**src/rtl/isrc_pkg.sv**
```systemverilog
// Shared types, constants and the one's-complement adder for the IPv4 source
// rewrite checksum block. No dependencies.
package isrc_pkg;

   // Reset value of the source address register: 127.1.0.2.
   localparam logic [31:0] SOURCE_RESET = 32'h7F01_0002;
   localparam logic [15:0] TCP_PROTOCOL = 16'd6;

   // Header length field values below this are malformed.
   localparam logic [3:0] MIN_HEADER_WORDS = 4'd5;

   // Byte offsets of the words that the sums treat specially.
   localparam int unsigned IP_CHECKSUM_OFFSET = 10;
   localparam int unsigned SRC_HIGH_OFFSET    = 12;
   localparam int unsigned SRC_LOW_OFFSET     = 14;
   localparam int unsigned DST_HIGH_OFFSET    = 16;
   localparam int unsigned DST_LOW_OFFSET     = 18;
   localparam int unsigned TCP_CHECKSUM_OFFSET = 16;

   // Everything the finishing stage needs from one completed packet.
   typedef struct packed {
      logic [15:0] header_sum;
      logic [15:0] segment_sum;
      logic [15:0] segment_bytes;
      logic [5:0]  header_bytes;
      logic        malformed;
   } sums_type;

   // 16-bit one's-complement add with the end-around carry folded in.
   function automatic logic [15:0] oc_add(input logic [15:0] s, input logic [15:0] w);
      logic [16:0] t;
      t = {1'b0, s} + {1'b0, w};
      return t[15:0] + {15'd0, t[16]};
   endfunction

endpackage

```
**src/rtl/isrc_accum.sv**
```systemverilog
// Running header and segment sums over the packet bytes, one byte a cycle unless a last byte waits on the results.
// Depends on isrc_pkg; hands a sums_type record to the finishing stage.
module isrc_accum #(
   parameter int unsigned MAX_PACKET_BYTES = 65536
) (
   input  logic               clock,
   input  logic               reset,
   input  logic               in_valid,
   input  logic [7:0]         in_byte,
   input  logic               in_last,
   input  logic [31:0]        src_addr,
   input  logic               res_ready,
   output logic               in_take,
   output logic               sums_valid,
   output isrc_pkg::sums_type sums
);
   import isrc_pkg::*;

   localparam int unsigned POS_W = $clog2(MAX_PACKET_BYTES + 1);
   localparam logic [POS_W-1:0] MAX_POS = POS_W'(MAX_PACKET_BYTES);

   logic [POS_W-1:0] pos_ff, pos_in;
   logic [3:0]       words_ff, words_in;
   logic [7:0]       held_ff, held_in;
   logic [15:0]      hsum_ff, hsum_in;
   logic [15:0]      ssum_ff, ssum_in;
   logic             sums_valid_ff, sums_valid_in;
   sums_type         sums_ff, sums_in;

   logic             in_range;
   logic             sums_ready;
   logic [POS_W-1:0] pos_next;
   logic [3:0]       words_cur;
   logic [7:0]       held_cur;
   logic [5:0]       hdr;
   logic [POS_W-1:0] hdr_pos;
   logic [POS_W-1:0] word_pos;
   logic             word_full;
   logic             word_pad;
   logic [15:0]      word;
   logic [15:0]      hword;
   logic [15:0]      sword;
   logic             in_header;
   logic             seg_add;
   logic [15:0]      hsum_upd;
   logic [15:0]      ssum_upd;
   logic [POS_W-1:0] seg_full;

   assign sums_ready = !sums_valid_ff || res_ready;
   assign in_take    = in_valid && (!in_last || sums_ready);

   always_comb begin
      in_range  = pos_ff < MAX_POS;
      pos_next  = in_range ? pos_ff + POS_W'(1) : pos_ff;
      words_cur = (in_range && pos_ff == '0) ? in_byte[3:0] : words_ff;
      held_cur  = (in_range && !pos_ff[0]) ? in_byte : held_ff;
      hdr       = {words_cur, 2'b00};
      hdr_pos   = POS_W'(hdr);

      // A full word completes on an odd byte; an odd final byte is padded low.
      word_full = in_range && pos_ff[0];
      word_pad  = in_last && pos_next[0];
      word_pos  = {pos_ff[POS_W-1:1], 1'b0};
      word      = word_full ? {held_ff, in_byte} : {held_cur, 8'h00};

      in_header = word_pos < hdr_pos;
      if (word_pos == POS_W'(IP_CHECKSUM_OFFSET)) begin
         hword = '0;
      end else if (word_pos == POS_W'(SRC_HIGH_OFFSET)) begin
         hword = src_addr[31:16];
      end else if (word_pos == POS_W'(SRC_LOW_OFFSET)) begin
         hword = src_addr[15:0];
      end else begin
         hword = word;
      end
      // The destination address also goes into the pseudo header.
      seg_add = in_header ? (word_pos == POS_W'(DST_HIGH_OFFSET) ||
                             word_pos == POS_W'(DST_LOW_OFFSET)) : 1'b1;
      sword   = (word_pos == hdr_pos + POS_W'(TCP_CHECKSUM_OFFSET)) ? 16'd0 : word;

      hsum_upd = hsum_ff;
      ssum_upd = ssum_ff;
      if (word_full || word_pad) begin
         if (in_header) begin
            hsum_upd = oc_add(hsum_ff, hword);
         end
         if (seg_add) begin
            ssum_upd = oc_add(ssum_ff, sword);
         end
      end

      seg_full = pos_next - hdr_pos;
      sums_in.header_sum    = hsum_upd;
      sums_in.segment_sum   = ssum_upd;
      sums_in.segment_bytes = 16'(seg_full);
      sums_in.header_bytes  = hdr;
      sums_in.malformed     = (words_cur < MIN_HEADER_WORDS) || (pos_next < hdr_pos);
   end

   always_comb begin
      pos_in   = pos_ff;
      words_in = words_ff;
      held_in  = held_ff;
      hsum_in  = hsum_ff;
      ssum_in  = ssum_ff;
      if (in_take) begin
         if (in_last) begin
            pos_in   = '0;
            words_in = '0;
            held_in  = '0;
            hsum_in  = '0;
            ssum_in  = '0;
         end else begin
            pos_in   = pos_next;
            words_in = words_cur;
            held_in  = held_cur;
            hsum_in  = hsum_upd;
            ssum_in  = ssum_upd;
         end
      end
      sums_valid_in = sums_ready ? (in_take && in_last) : sums_valid_ff;
   end

   always_ff @(posedge clock) begin
      if (reset) begin
         pos_ff        <= '0;
         words_ff      <= '0;
         held_ff       <= '0;
         hsum_ff       <= '0;
         ssum_ff       <= '0;
         sums_valid_ff <= 1'b0;
      end else begin
         pos_ff        <= pos_in;
         words_ff      <= words_in;
         held_ff       <= held_in;
         hsum_ff       <= hsum_in;
         ssum_ff       <= ssum_in;
         sums_valid_ff <= sums_valid_in;
      end
   end

   always_ff @(posedge clock) begin
      if (in_take && in_last) begin
         sums_ff <= sums_in;
      end
   end

   assign sums_valid = sums_valid_ff;
   assign sums       = sums_ff;

`ifndef SYNTH
   // The last byte of a packet leaves the running state cleared for the next.
   assert property (@(posedge clock) disable iff (reset)
      in_take && in_last |=> pos_ff == '0 && hsum_ff == '0 && ssum_ff == '0)
      else $error("accumulator state not cleared after the last byte");
`endif

endmodule

```
**src/rtl/isrc_finish.sv**
```systemverilog
// Adds the TCP pseudo header, complements both sums (zeroes them for a malformed packet) and holds the result.
// Depends on isrc_pkg; fed by isrc_accum.
module isrc_finish (
   input  logic               clock,
   input  logic               reset,
   input  logic               sums_valid,
   input  isrc_pkg::sums_type sums,
   input  logic [31:0]        src_addr,
   output logic               res_ready,
   input  logic               rsp_stall,
   output logic               rsp_valid,
   output logic [15:0]        rsp_ip_header_checksum,
   output logic [15:0]        rsp_tcp_segment_checksum,
   output logic [5:0]         rsp_header_bytes,
   output logic [15:0]        rsp_segment_bytes,
   output logic               rsp_malformed
);
   import isrc_pkg::*;

   logic        valid_ff, valid_in;
   logic [15:0] ip_sum_ff, ip_sum_in;
   logic [15:0] tcp_sum_ff, tcp_sum_in;
   logic [5:0]  hdr_ff;
   logic [15:0] seg_ff, seg_in;
   logic        bad_ff;

   logic [18:0] wide;
   logic [16:0] fold1;
   logic [15:0] fold2;

   assign res_ready = !valid_ff || !rsp_stall;

   // A single wide sum folded twice equals the chain of end-around adds.
   always_comb begin
      wide = {3'd0, sums.segment_sum} + {3'd0, src_addr[31:16]}
           + {3'd0, src_addr[15:0]} + {3'd0, TCP_PROTOCOL}
           + {3'd0, sums.segment_bytes};
      fold1 = {1'b0, wide[15:0]} + {14'd0, wide[18:16]};
      fold2 = fold1[15:0] + {15'd0, fold1[16]};

      ip_sum_in  = sums.malformed ? 16'd0 : ~sums.header_sum;
      tcp_sum_in = sums.malformed ? 16'd0 : ~fold2;
      seg_in     = sums.malformed ? 16'd0 : sums.segment_bytes;
      valid_in   = res_ready ? sums_valid : valid_ff;
   end

   always_ff @(posedge clock) begin
      if (reset) begin
         valid_ff <= 1'b0;
      end else begin
         valid_ff <= valid_in;
      end
   end

   always_ff @(posedge clock) begin
      if (res_ready && sums_valid) begin
         ip_sum_ff  <= ip_sum_in;
         tcp_sum_ff <= tcp_sum_in;
         hdr_ff     <= sums.header_bytes;
         seg_ff     <= seg_in;
         bad_ff     <= sums.malformed;
      end
   end

   assign rsp_valid                = valid_ff;
   assign rsp_ip_header_checksum   = ip_sum_ff;
   assign rsp_tcp_segment_checksum = tcp_sum_ff;
   assign rsp_header_bytes         = hdr_ff;
   assign rsp_segment_bytes        = seg_ff;
   assign rsp_malformed            = bad_ff;

endmodule

```
**src/rtl/ipv4_source_rewrite_checksum.sv**
```systemverilog
// Channel   Direction  Handshake            Payload
// req       in         req_valid/req_stall  packet byte, last-byte marker
// rsp       out        rsp_valid/rsp_stall  both checksums, lengths, malformed flag
// csr       in         csr_wr_en            new source address
//
// One byte is accepted every cycle unless the input stalls; the running
// one's-complement adds in the accumulator set that rate. A last byte's
// result passes the input, sums and finish registers. Reset is synchronous
// and returns the source address to 127.1.0.2. The input stalls only when
// a last byte must wait behind two undelivered results.
//
// Top level of the IPv4 source rewrite checksum block.
// Depends on isrc_pkg, isrc_accum and isrc_finish.
module ipv4_source_rewrite_checksum #(
   parameter int unsigned MAX_PACKET_BYTES = 65536
) (
   input  logic        clock,
   input  logic        reset,
   input  logic        req_valid,
   output logic        req_stall,
   input  logic [7:0]  req_packet_byte,
   input  logic        req_last_byte,
   output logic        rsp_valid,
   input  logic        rsp_stall,
   output logic [15:0] rsp_ip_header_checksum,
   output logic [15:0] rsp_tcp_segment_checksum,
   output logic [5:0]  rsp_header_bytes,
   output logic [15:0] rsp_segment_bytes,
   output logic        rsp_malformed,
   input  logic        csr_wr_en,
   input  logic [31:0] csr_wr_data
);
   import isrc_pkg::*;

   logic [31:0] source_ff, source_in;
   logic        in_valid_ff, in_valid_in;
   logic [7:0]  in_byte_ff;
   logic        in_last_ff;
   logic        in_take;
   logic        res_ready;
   logic        sums_valid;
   sums_type    sums;

   assign source_in   = csr_wr_en ? csr_wr_data : source_ff;
   assign req_stall   = in_valid_ff && !in_take;
   assign in_valid_in = req_stall ? in_valid_ff : req_valid;

   always_ff @(posedge clock) begin
      if (reset) begin
         source_ff   <= SOURCE_RESET;
         in_valid_ff <= 1'b0;
      end else begin
         source_ff   <= source_in;
         in_valid_ff <= in_valid_in;
      end
   end

   always_ff @(posedge clock) begin
      if (!req_stall && req_valid) begin
         in_byte_ff <= req_packet_byte;
         in_last_ff <= req_last_byte;
      end
   end

   isrc_accum #(
      .MAX_PACKET_BYTES(MAX_PACKET_BYTES)
   ) u_accum (
      .clock     (clock),
      .reset     (reset),
      .in_valid  (in_valid_ff),
      .in_byte   (in_byte_ff),
      .in_last   (in_last_ff),
      .src_addr  (source_ff),
      .res_ready (res_ready),
      .in_take   (in_take),
      .sums_valid(sums_valid),
      .sums      (sums)
   );

   isrc_finish u_finish (
      .clock                   (clock),
      .reset                   (reset),
      .sums_valid              (sums_valid),
      .sums                    (sums),
      .src_addr                (source_ff),
      .res_ready               (res_ready),
      .rsp_stall               (rsp_stall),
      .rsp_valid               (rsp_valid),
      .rsp_ip_header_checksum  (rsp_ip_header_checksum),
      .rsp_tcp_segment_checksum(rsp_tcp_segment_checksum),
      .rsp_header_bytes        (rsp_header_bytes),
      .rsp_segment_bytes       (rsp_segment_bytes),
      .rsp_malformed           (rsp_malformed)
   );

`ifndef SYNTH
   // Only a waiting last byte can hold up the request side.
   assert property (@(posedge clock) disable iff (reset)
      req_stall |-> in_valid_ff && in_last_ff && sums_valid)
      else $error("request stalled without a blocked last byte");

   // A malformed packet gives zero checksums and a zero segment length.
   assert property (@(posedge clock) disable iff (reset)
      rsp_valid && rsp_malformed |-> rsp_ip_header_checksum == 16'd0 &&
         rsp_tcp_segment_checksum == 16'd0 && rsp_segment_bytes == 16'd0)
      else $error("malformed result carries non-zero fields");

   // A well-formed packet has a header of at least twenty bytes.
   assert property (@(posedge clock) disable iff (reset)
      rsp_valid && !rsp_malformed |-> rsp_header_bytes >= 6'd20)
      else $error("well-formed result with short header");
`endif

endmodule
```
**config.mk**
```make
export PLATFORM = sky130hd
export DESIGN_NAME = ipv4_source_rewrite_checksum
export DESIGN_NICKNAME = d
export VERILOG_FILES = /design/src/rtl/isrc_pkg.sv /design/src/rtl/isrc_accum.sv /design/src/rtl/isrc_finish.sv /design/src/rtl/ipv4_source_rewrite_checksum.sv
export SDC_FILE = /design/constraint.sdc
export NUM_CORES = 1
export LEC_CHECK = 0
export ABC_AREA = 1
export BUFFER_PORTS_ARGS = -buffer_cell sky130_fd_sc_hd__buf_2
export CAP_MARGIN = 20
export CORE_UTILIZATION = 56
export CTS_CLUSTER_DIAMETER = 200
export DETAILED_ROUTE_END_ITERATION = 10
export GPL_TIMING_DRIVEN = 0
export PLACE_DENSITY = 0.78
export SLEW_MARGIN = 0
export SYNTH_ARGS = -nofsm -noshare
export SYNTH_HDL_FRONTEND = slang
export SYNTH_SLANG_ARGS = --single-unit
```
**constraint.sdc**
```tcl
create_clock -name clock -period 6.6 [get_ports clock]
set_clock_uncertainty 0.05 [all_clocks]
set_input_delay 0.33 -clock clock [delete_from_list [all_inputs] [get_ports clock]]
set_output_delay 0.33 -clock clock [all_outputs]
set_load 0.01 [all_outputs]
```
==> summary.md, run 1 <==
| Metric | Value |
|---|---|
| Run status | `complete, but fails checks` |
| Failing checks | `negative setup slack` |
| CTS max path bufs | `3` |
| Largest net degree at the start of global routing | `34` |
| Syn avg cell area | `7.42 um2` |
| Initial DRC Count | `approximately 1400` |
| Area of the mapped netlist | `14400 um2` |
| Synth Area in Compound Gates | `0.107` |
| Hold WC Path Type | `in -> reg` |
| Placer Congestion | `1.01` |
| Worst-Skew Late Latency | `between 500 and 600 ps` |
| Max FO, Critical Path | `4` |
| Critical Path Source Type | `flop` |
| Critical Path RT | `6810 ps` |
| Lkg Pwr | `8.34 nW` |
| Mux share of post-synthesis cell area | `0.00485` |
| Most common cell in the synthesized netlist | `nand2_1` |
| Post-Synth XOR/XNOR Area | `0.0351` |
| IO Pins | `103` |
| Hold slack | `10.0 ps` |
| Post-DRT Antenna Nets | `0` |
| Antenna diode count | `0` |
| Routed len/inst | `17.0 um` |
| Fin Setup TNS | `-7080 ps` |
| Worst setup EP type | `flop` |
| Vias | `14147` |
| Synth area leader | `edfxtp_1` |
| Die W | `163 um` |
| H-tree depth | `1` |
| Yosys warnings | `0` |
| DPL Wire Length | `31200 um` |
| Synth top area share | `0.239` |
| Die height | `163 um` |
| Cell Count Post-Placement | `2378` |
| Area of the core | `25300 um2` |
| Top FF cell, synth | `edfxtp_1` |
| CTS Root Cell | `clkbuf_16` |
| CTS clk-pin slew, worst paths | `60 ps` |
| Synth-to-layout area growth | `23.7%` |
| DR DRC count | `0` |
| Port bufs | `100` |
| Worst slew pin tran | `875 ps` |
| Seq/Total Area, Yosys | `0.372` |
| Nets | `approximately 2400` |
| Final setup fails | `13` |
| Top cells by count, synth | `nand2_1, inv_1, nor2_1` |
| First-pass GRT wire length | `approximately 66000 um` |
| Clk sinks | `211` |
| Top post-synthesis cells by area | `edfxtp_1, nand2_1, dfxtp_1` |
| # fillers | `1938` |
| Simple-Gate Fraction of Synth Area | `0.279` |
| Max Freq | `0.136 GHz` |
| CTS Buf Count | `23` |
| Die area | `26400 um2` |
| Number of synthesized flops with an enable pin | `115` |
| DR vias/cell | `between 5 and 6` |
| Initial antenna violation count | `0` |
| VDD IR max | `approximately 0.00023 V` |
| Ys async rst share | `0` |
| Crit-path max cell delay | `between 400 and 500 ps` |
| Combinational family with the most area after synthesis | `simple AND/OR/NAND/NOR gates` |
| Final min period | `7340 ps` |
| Maxcap violations | `0` |
| #FFs+latches synth | `around 210` |
| Drt total wl | `43000 um` |
| Buf/Inv on CP | `4` |
| Slew headroom | `0.417` |
| Global Route Usage Sum | `0.319` |
| Final core occ | `0.707` |
| Mapped Cells | `1945` |
| Tcrit/Tclk final | `1.11` |
| Starting Density | `0.572` |
| WS Path Type | `reg -> reg` |
| Post-Synth Adder-Cell Area | `0.119` |
| Std-Cell Rows | `58` |
| Fin cells | `between 2000 and 3000` |
| Number of global-route vias before repair | `13393` |
| RSZ-0062 raised after global routing | `true` |
| Share of cells above drive strength 1 | `0.183` |
| Global route overflow | `0` |
| CTS tree | `done` |
| Final hold violations | `0` |
| Crit-path slowest cell | `fa_1` |
| Final WS setup | `-739 ps` |
| Pwr Density | `264 nW/um2` |
| Cell family with most CP delay | `simple AND/OR/NAND/NOR gates` |
| Post-synthesis cell type count | `54` |
| Final Slew Violations | `0` |
| FF-to-FF setup slack | `-740 ps` |
| Arrival time at the worst endpoint | `between 7000 and 8000 ps` |
| Pre-Repair DR Iteration Count | `6` |
==> layout make-up <==
type	instances	area, um2	area share
multi-input combinational	1422	8640	0.484
sequential	211	5380	0.301
timing repair buffer	212	1460	0.0817
inverter	260	976	0.0547
clock buffer	26	587	0.0329
tap	330	413	0.0231
buffer	53	229	0.0128
clock inverter	16	180	0.0101
==> state kept, by name, summed over array words and instances, names as in the netlist, 8 cells and up <==
signal                             flops
in_byte_ff                             8
u_accum.held_ff                        8
u_accum.sums                          53
u_accum.ssum_ff                       16
source_ff                             32
u_accum.pos_ff                        17
u_finish.rsp_tcp_segment_checksum     16
u_finish.rsp_ip_header_checksum       16
u_accum.hsum_ff                       16
u_finish.rsp_segment_bytes            16
==> power by group <==
| part | internal (mW) | switching [mW] |
|---|---|---|
| registers | 1.44 | 0.0380 |
| logic | 0.696 | 1.21 |
| clock network | 0.766 | 0.554 |
==> layer usage <==
| layer | routed length [um] | GRT usage |
|---|---|---|
| met2 | 20200 | 0.541 |
| met3 | 3030 | 0.0407 |
| met4 | 2360 | 0.165 |
| met1 | 17400 | 0.397 |
| met5 | 0 | 0 |
==> layout by cell type (no fill, tap or decap), types with 12 or more instances in the layout <==
master,Yosys,final
o21ai_0,75,71
ha_4,0,18
nor2_1,196,186
nor2_2,10,13
nand4_1,20,20
inv_1,254,245
nand3_2,0,15
dfxtp_1,96,95
a21oi_1,147,132
xnor2_1,15,12
a211oi_1,14,14
inv_2,5,14
buf_2,4,104
clkbuf_1,42,43
nand3_1,135,119
clkbuf_16,0,23
dlygate4sd3_1,0,31
nand2_2,15,33
edfxtp_1,115,115
buf_4,4,79
nor2_4,7,14
nand2_1,532,511
ha_1,102,77
xor2_1,41,34
fa_1,22,20
==> cell families after synthesis <==
logic type                 after synthesis
xor gates and xnor gates                57
muxes                                    7
other                                    1
and+or+nand+nor                        952
buffers and inverters                  313
AOI/OAI and AO/OA                      280
adders and majority gates              124
DFF                                    211
==> through the flow <==
| stage | power (mW) | setup WS [ps] | instance area, um2 |
|---|---|---|---|
| detailed placement | 2.99 | -1120 | 15600 |
| finish | 4.71 | -739 | 17900 |
| CTS | 4.50 | -551 | 17500 |
| global route | 4.95 | -1090 | 17900 |
| global placement | 2.95 | -943 | 15500 |
| floorplan | 2.65 | -28.3 | 14600 |
==> final timing paths <==
kind	from	to	cells after the start
worst min-delay path	csr_wr_data[14]	source_ff[14]	3
worst max register to register	u_accum.sums[23]	u_finish.rsp_tcp_segment_checksum[12]	45
worst max-delay path	u_accum.sums[23]	u_finish.rsp_tcp_segment_checksum[12]	45
worst min register to register	u_accum.sums[6]	u_finish.rsp_header_bytes[5]	0
==> worst min-delay path, stage by stage <==
cell    delay [ps]
buf_2           80
nor2_1          60
nor2_1          90
==> repair_timing <==
| item | in CTS | in global routing |
|---|---|---|
| endpoints found under the hold margin | 30 | 1 |
| gates resized for setup | 65 | 60 |
| hold buffers | 30 | 1 |
| pin swaps | 55 | 54 |
| gates cloned | 0 | 0 |
| buffers inserted | 62 | 23 |
| endpoints found under the setup margin | 40 | 40 |
Note: power is estimated with default switching activity, not from simulation.
==> run 2: changes to the inputs <==
--- a/config.mk
+++ b/config.mk
@@ -8,11 +8,11 @@
 export ABC_AREA = 1
 export BUFFER_PORTS_ARGS = -buffer_cell sky130_fd_sc_hd__buf_2
 export CAP_MARGIN = 20
-export CORE_UTILIZATION = 56
+export CORE_UTILIZATION = 55
 export CTS_CLUSTER_DIAMETER = 200
 export DETAILED_ROUTE_END_ITERATION = 10
 export GPL_TIMING_DRIVEN = 0
-export PLACE_DENSITY = 0.78
+export PLACE_DENSITY = 0.77
 export SLEW_MARGIN = 0
 export SYNTH_ARGS = -nofsm -noshare
 export SYNTH_HDL_FRONTEND = slang
==> constraint.sdc (replaced) <==
create_clock -name clock -period 6.6 [get_ports clock]
set_clock_uncertainty 0.05 [all_clocks]
set_input_delay 0.33 -clock clock [delete_from_list [all_inputs] [get_ports clock]]
set_output_delay 0.33 -clock clock [all_outputs]
set_load 0.02 [all_outputs]
==> summary.md, run 2 (same netlist as run 1, synthesis figures left out) <==
| Metric | Value |
|---|---|
| Run status | `complete, but fails checks` |
| Failing checks | `negative setup slack` |
| Port bufs | `100 (unchanged)` |
| WS Path Type | `reg -> reg` |
| Global Route Usage Sum | `0.321 (+0.00180)` |
| Arrival time at the worst endpoint | `7610 ps (+60 ps)` |
| Final WS setup | `-768 ps (-29.9 ps)` |
| Initial antenna violation count | `0 (unchanged)` |
| Area of the multi-input gates | `8570 um2 (-0.72%)` |
| Final min period | `7370 ps (+29.9 ps)` |
| Reg area | `5380 um2 (unchanged)` |
| Crit-path slowest cell | `fa_1` |
| IO Pins | `103 (unchanged)` |
| Post-DRT Antenna Nets | `0 (unchanged)` |
| Std-Cell Rows | `58 (unchanged)` |
| CTS max path bufs | `3 (unchanged)` |
| Placer Congestion | `0.956 (-5.2%)` |
| Final core occ | `0.695 (-0.0120)` |
| Commonest non-fill, non-tap cell in the layout | `nand2_1` |
| Vias | `13907 (-1.7%)` |
| Drt total wl | `43700 um (+1.4%)` |
| Die area | `26900 um2 (+1.8%)` |
| Cell family with most CP delay | `simple AND/OR/NAND/NOR gates` |
| Most frequent cells in the layout | `nand2_1, inv_1, nor2_1, a21oi_1, nand3_1` |
| Clk sinks | `211 (unchanged)` |
| CTS tree | `done` |
| Worst setup EP type | `flop` |
| Buf/Inv on CP | `4 (unchanged)` |
| Area of the core | `25500 um2 (+0.86%)` |
| Pre-Repair DR Iteration Count | `7 (+1)` |
| FF-to-FF setup slack | `-770 ps (-30 ps)` |
| Worst-Skew Late Latency | `530 ps (about the same)` |
| Synth-to-layout area growth | `22.6%` |
| RSZ-0062 raised after global routing | `true` |
| Worst slew pin tran | `936 ps (+61.5 ps)` |
| DR vias/cell | `5.54 (-0.87%)` |
| Slew headroom | `0.371 (-0.0462)` |
| Crit-path max cell delay | `500 ps (+20 ps)` |
| Final Slew Violations | `0 (unchanged)` |
| Largest net degree at the start of global routing | `34 (unchanged)` |
| Routed len/inst | `17.4 um (+2.3%)` |
| H-tree depth | `1 (unchanged)` |
| Hold WC Path Type | `in -> reg` |
| Global route overflow | `0 (unchanged)` |
| Critical Path Source Type | `flop` |
| Lkg Pwr | `8.23 nW (-1.3%)` |
| Max Freq | `0.136 GHz (-0.41%)` |
| Nets | `2331 (-0.93%)` |
| Fin Setup TNS | `-6970 ps (+115 ps)` |
| Number of global-route vias before repair | `13126 (-2.0%)` |
| Critical Path RT | `6840 ps (+30 ps)` |
| Cell depth of the worst hold path | `3 (unchanged)` |
| Tcrit/Tclk final | `1.12 (+0.00452)` |
| Cell count along the critical path | `45 (unchanged)` |
| Initial DRC Count | `1109 (-19%)` |
| Die W | `164 um (+0.89%)` |
| CTS Buf Count | `24 (+4.3%)` |
| CTS Root Cell | `clkbuf_16` |
| Final setup fails | `13 (unchanged)` |
| DR DRC count | `0 (unchanged)` |
| Pwr Density | `267 nW/um2 (+1.3%)` |
| DPL Wire Length | `32400 um (+3.7%)` |
| Starting Density | `0.567 (-0.00489)` |
| VDD IR max | `0.000297 V (+31%)` |
| First-pass GRT wire length | `66500 um (+0.45%)` |
| Max FO, Critical Path | `5 (+1)` |
| Maxcap violations | `0 (unchanged)` |
| Max reg flops | `53 (unchanged)` |
| Antenna diode count | `0 (unchanged)` |
| Die height | `164 um (+0.89%)` |
| # fillers | `2075 (+7.1%)` |
| Share of cells above drive strength 1 | `0.173 (-0.0102)` |
| CTS clk-pin slew, worst paths | `60 ps (about the same)` |
| Reg2Reg Depth | `45 (unchanged)` |
| Final hold violations | `0 (unchanged)` |
-- run 2: metal layers --
metal / wire length (um) / vias to the layer above / GRT usage
met5: 0 / - / 0
met4: 2230 / 0 / 0.138
met3: 2630 / 139 / 0.0374
met2: 20700 / 538 / 0.553
met1: 18100 / 6467 / 0.404
li1: - / 6763 / -
-- run 2: worst paths after layout --
path,start,end
setup / recovery,u_accum.sums[26],u_finish.rsp_tcp_segment_checksum[14]
setup reg to reg,u_accum.sums[26],u_finish.rsp_tcp_segment_checksum[14]
hold / removal,csr_wr_data[4],source_ff[4]
hold reg to reg,u_accum.sums[6],u_finish.rsp_header_bytes[5]
-- run 2: power by group --
part,leakage [nW],internal [mW],total (mW),switching (mW)
combinational,5.98,0.651,1.82,1.17
sequential,1.84,1.44,1.48,0.0384
clock,0.405,0.868,1.43,0.567
total,8.23,2.96,4.73,1.77
-- run 2: worst register-to-register path: cells and delay by family, from the launching register on --
kind | cells | cell delay (ps)
AOI/OAI and AO/OA | 7 | 1140
xor gates and xnor gates | 2 | 390
adders and majority gates | 6 | 1950
buffers and inverters | 4 | 340
DFF | 1 | 430
and+or+nand+nor | 26 | 2820
-- run 2: repair_timing --
action	CTS	global route
setup endpoints to repair	39	40
hold buffers	31	0
endpoints found under the hold margin	31	0
buffers inserted	37	18
resized for setup	56	54
pin swaps	53	45
-- run 2: stage by stage --
stage | instances | power (mW) | instance area [um2] | hold WS, ps | worst slack [ps]
3_5_place_dp | 2379 | 3.01 | 15600 | 357 | -1090
4_1_cts | 2491 | 4.60 | 17300 | 0.942 | -666
6_report | 2509 | 4.73 | 17700 | 10.7 | -768
5_1_grt | 2509 | 5.00 | 17700 | 26.7 | -1180
2_1_floorplan | 1946 | 2.65 | 14600 | 350 | -28.3
3_3_place_gp | 2376 | 2.97 | 15500 | 351 | -985
-- run 2: area by class of cell --
| class | count | share of cell area |
|---|---|---|
| Multi-Input combinational cell | 1422 | 0.484 |
| Sequential cell | 211 | 0.304 |
| Timing Repair Buffer | 189 | 0.0732 |
| Inverter | 260 | 0.0551 |
| Clock buffer | 28 | 0.0348 |
| Tap cell | 330 | 0.0233 |
| Buffer | 53 | 0.0129 |
| Clock inverter | 16 | 0.0128 |
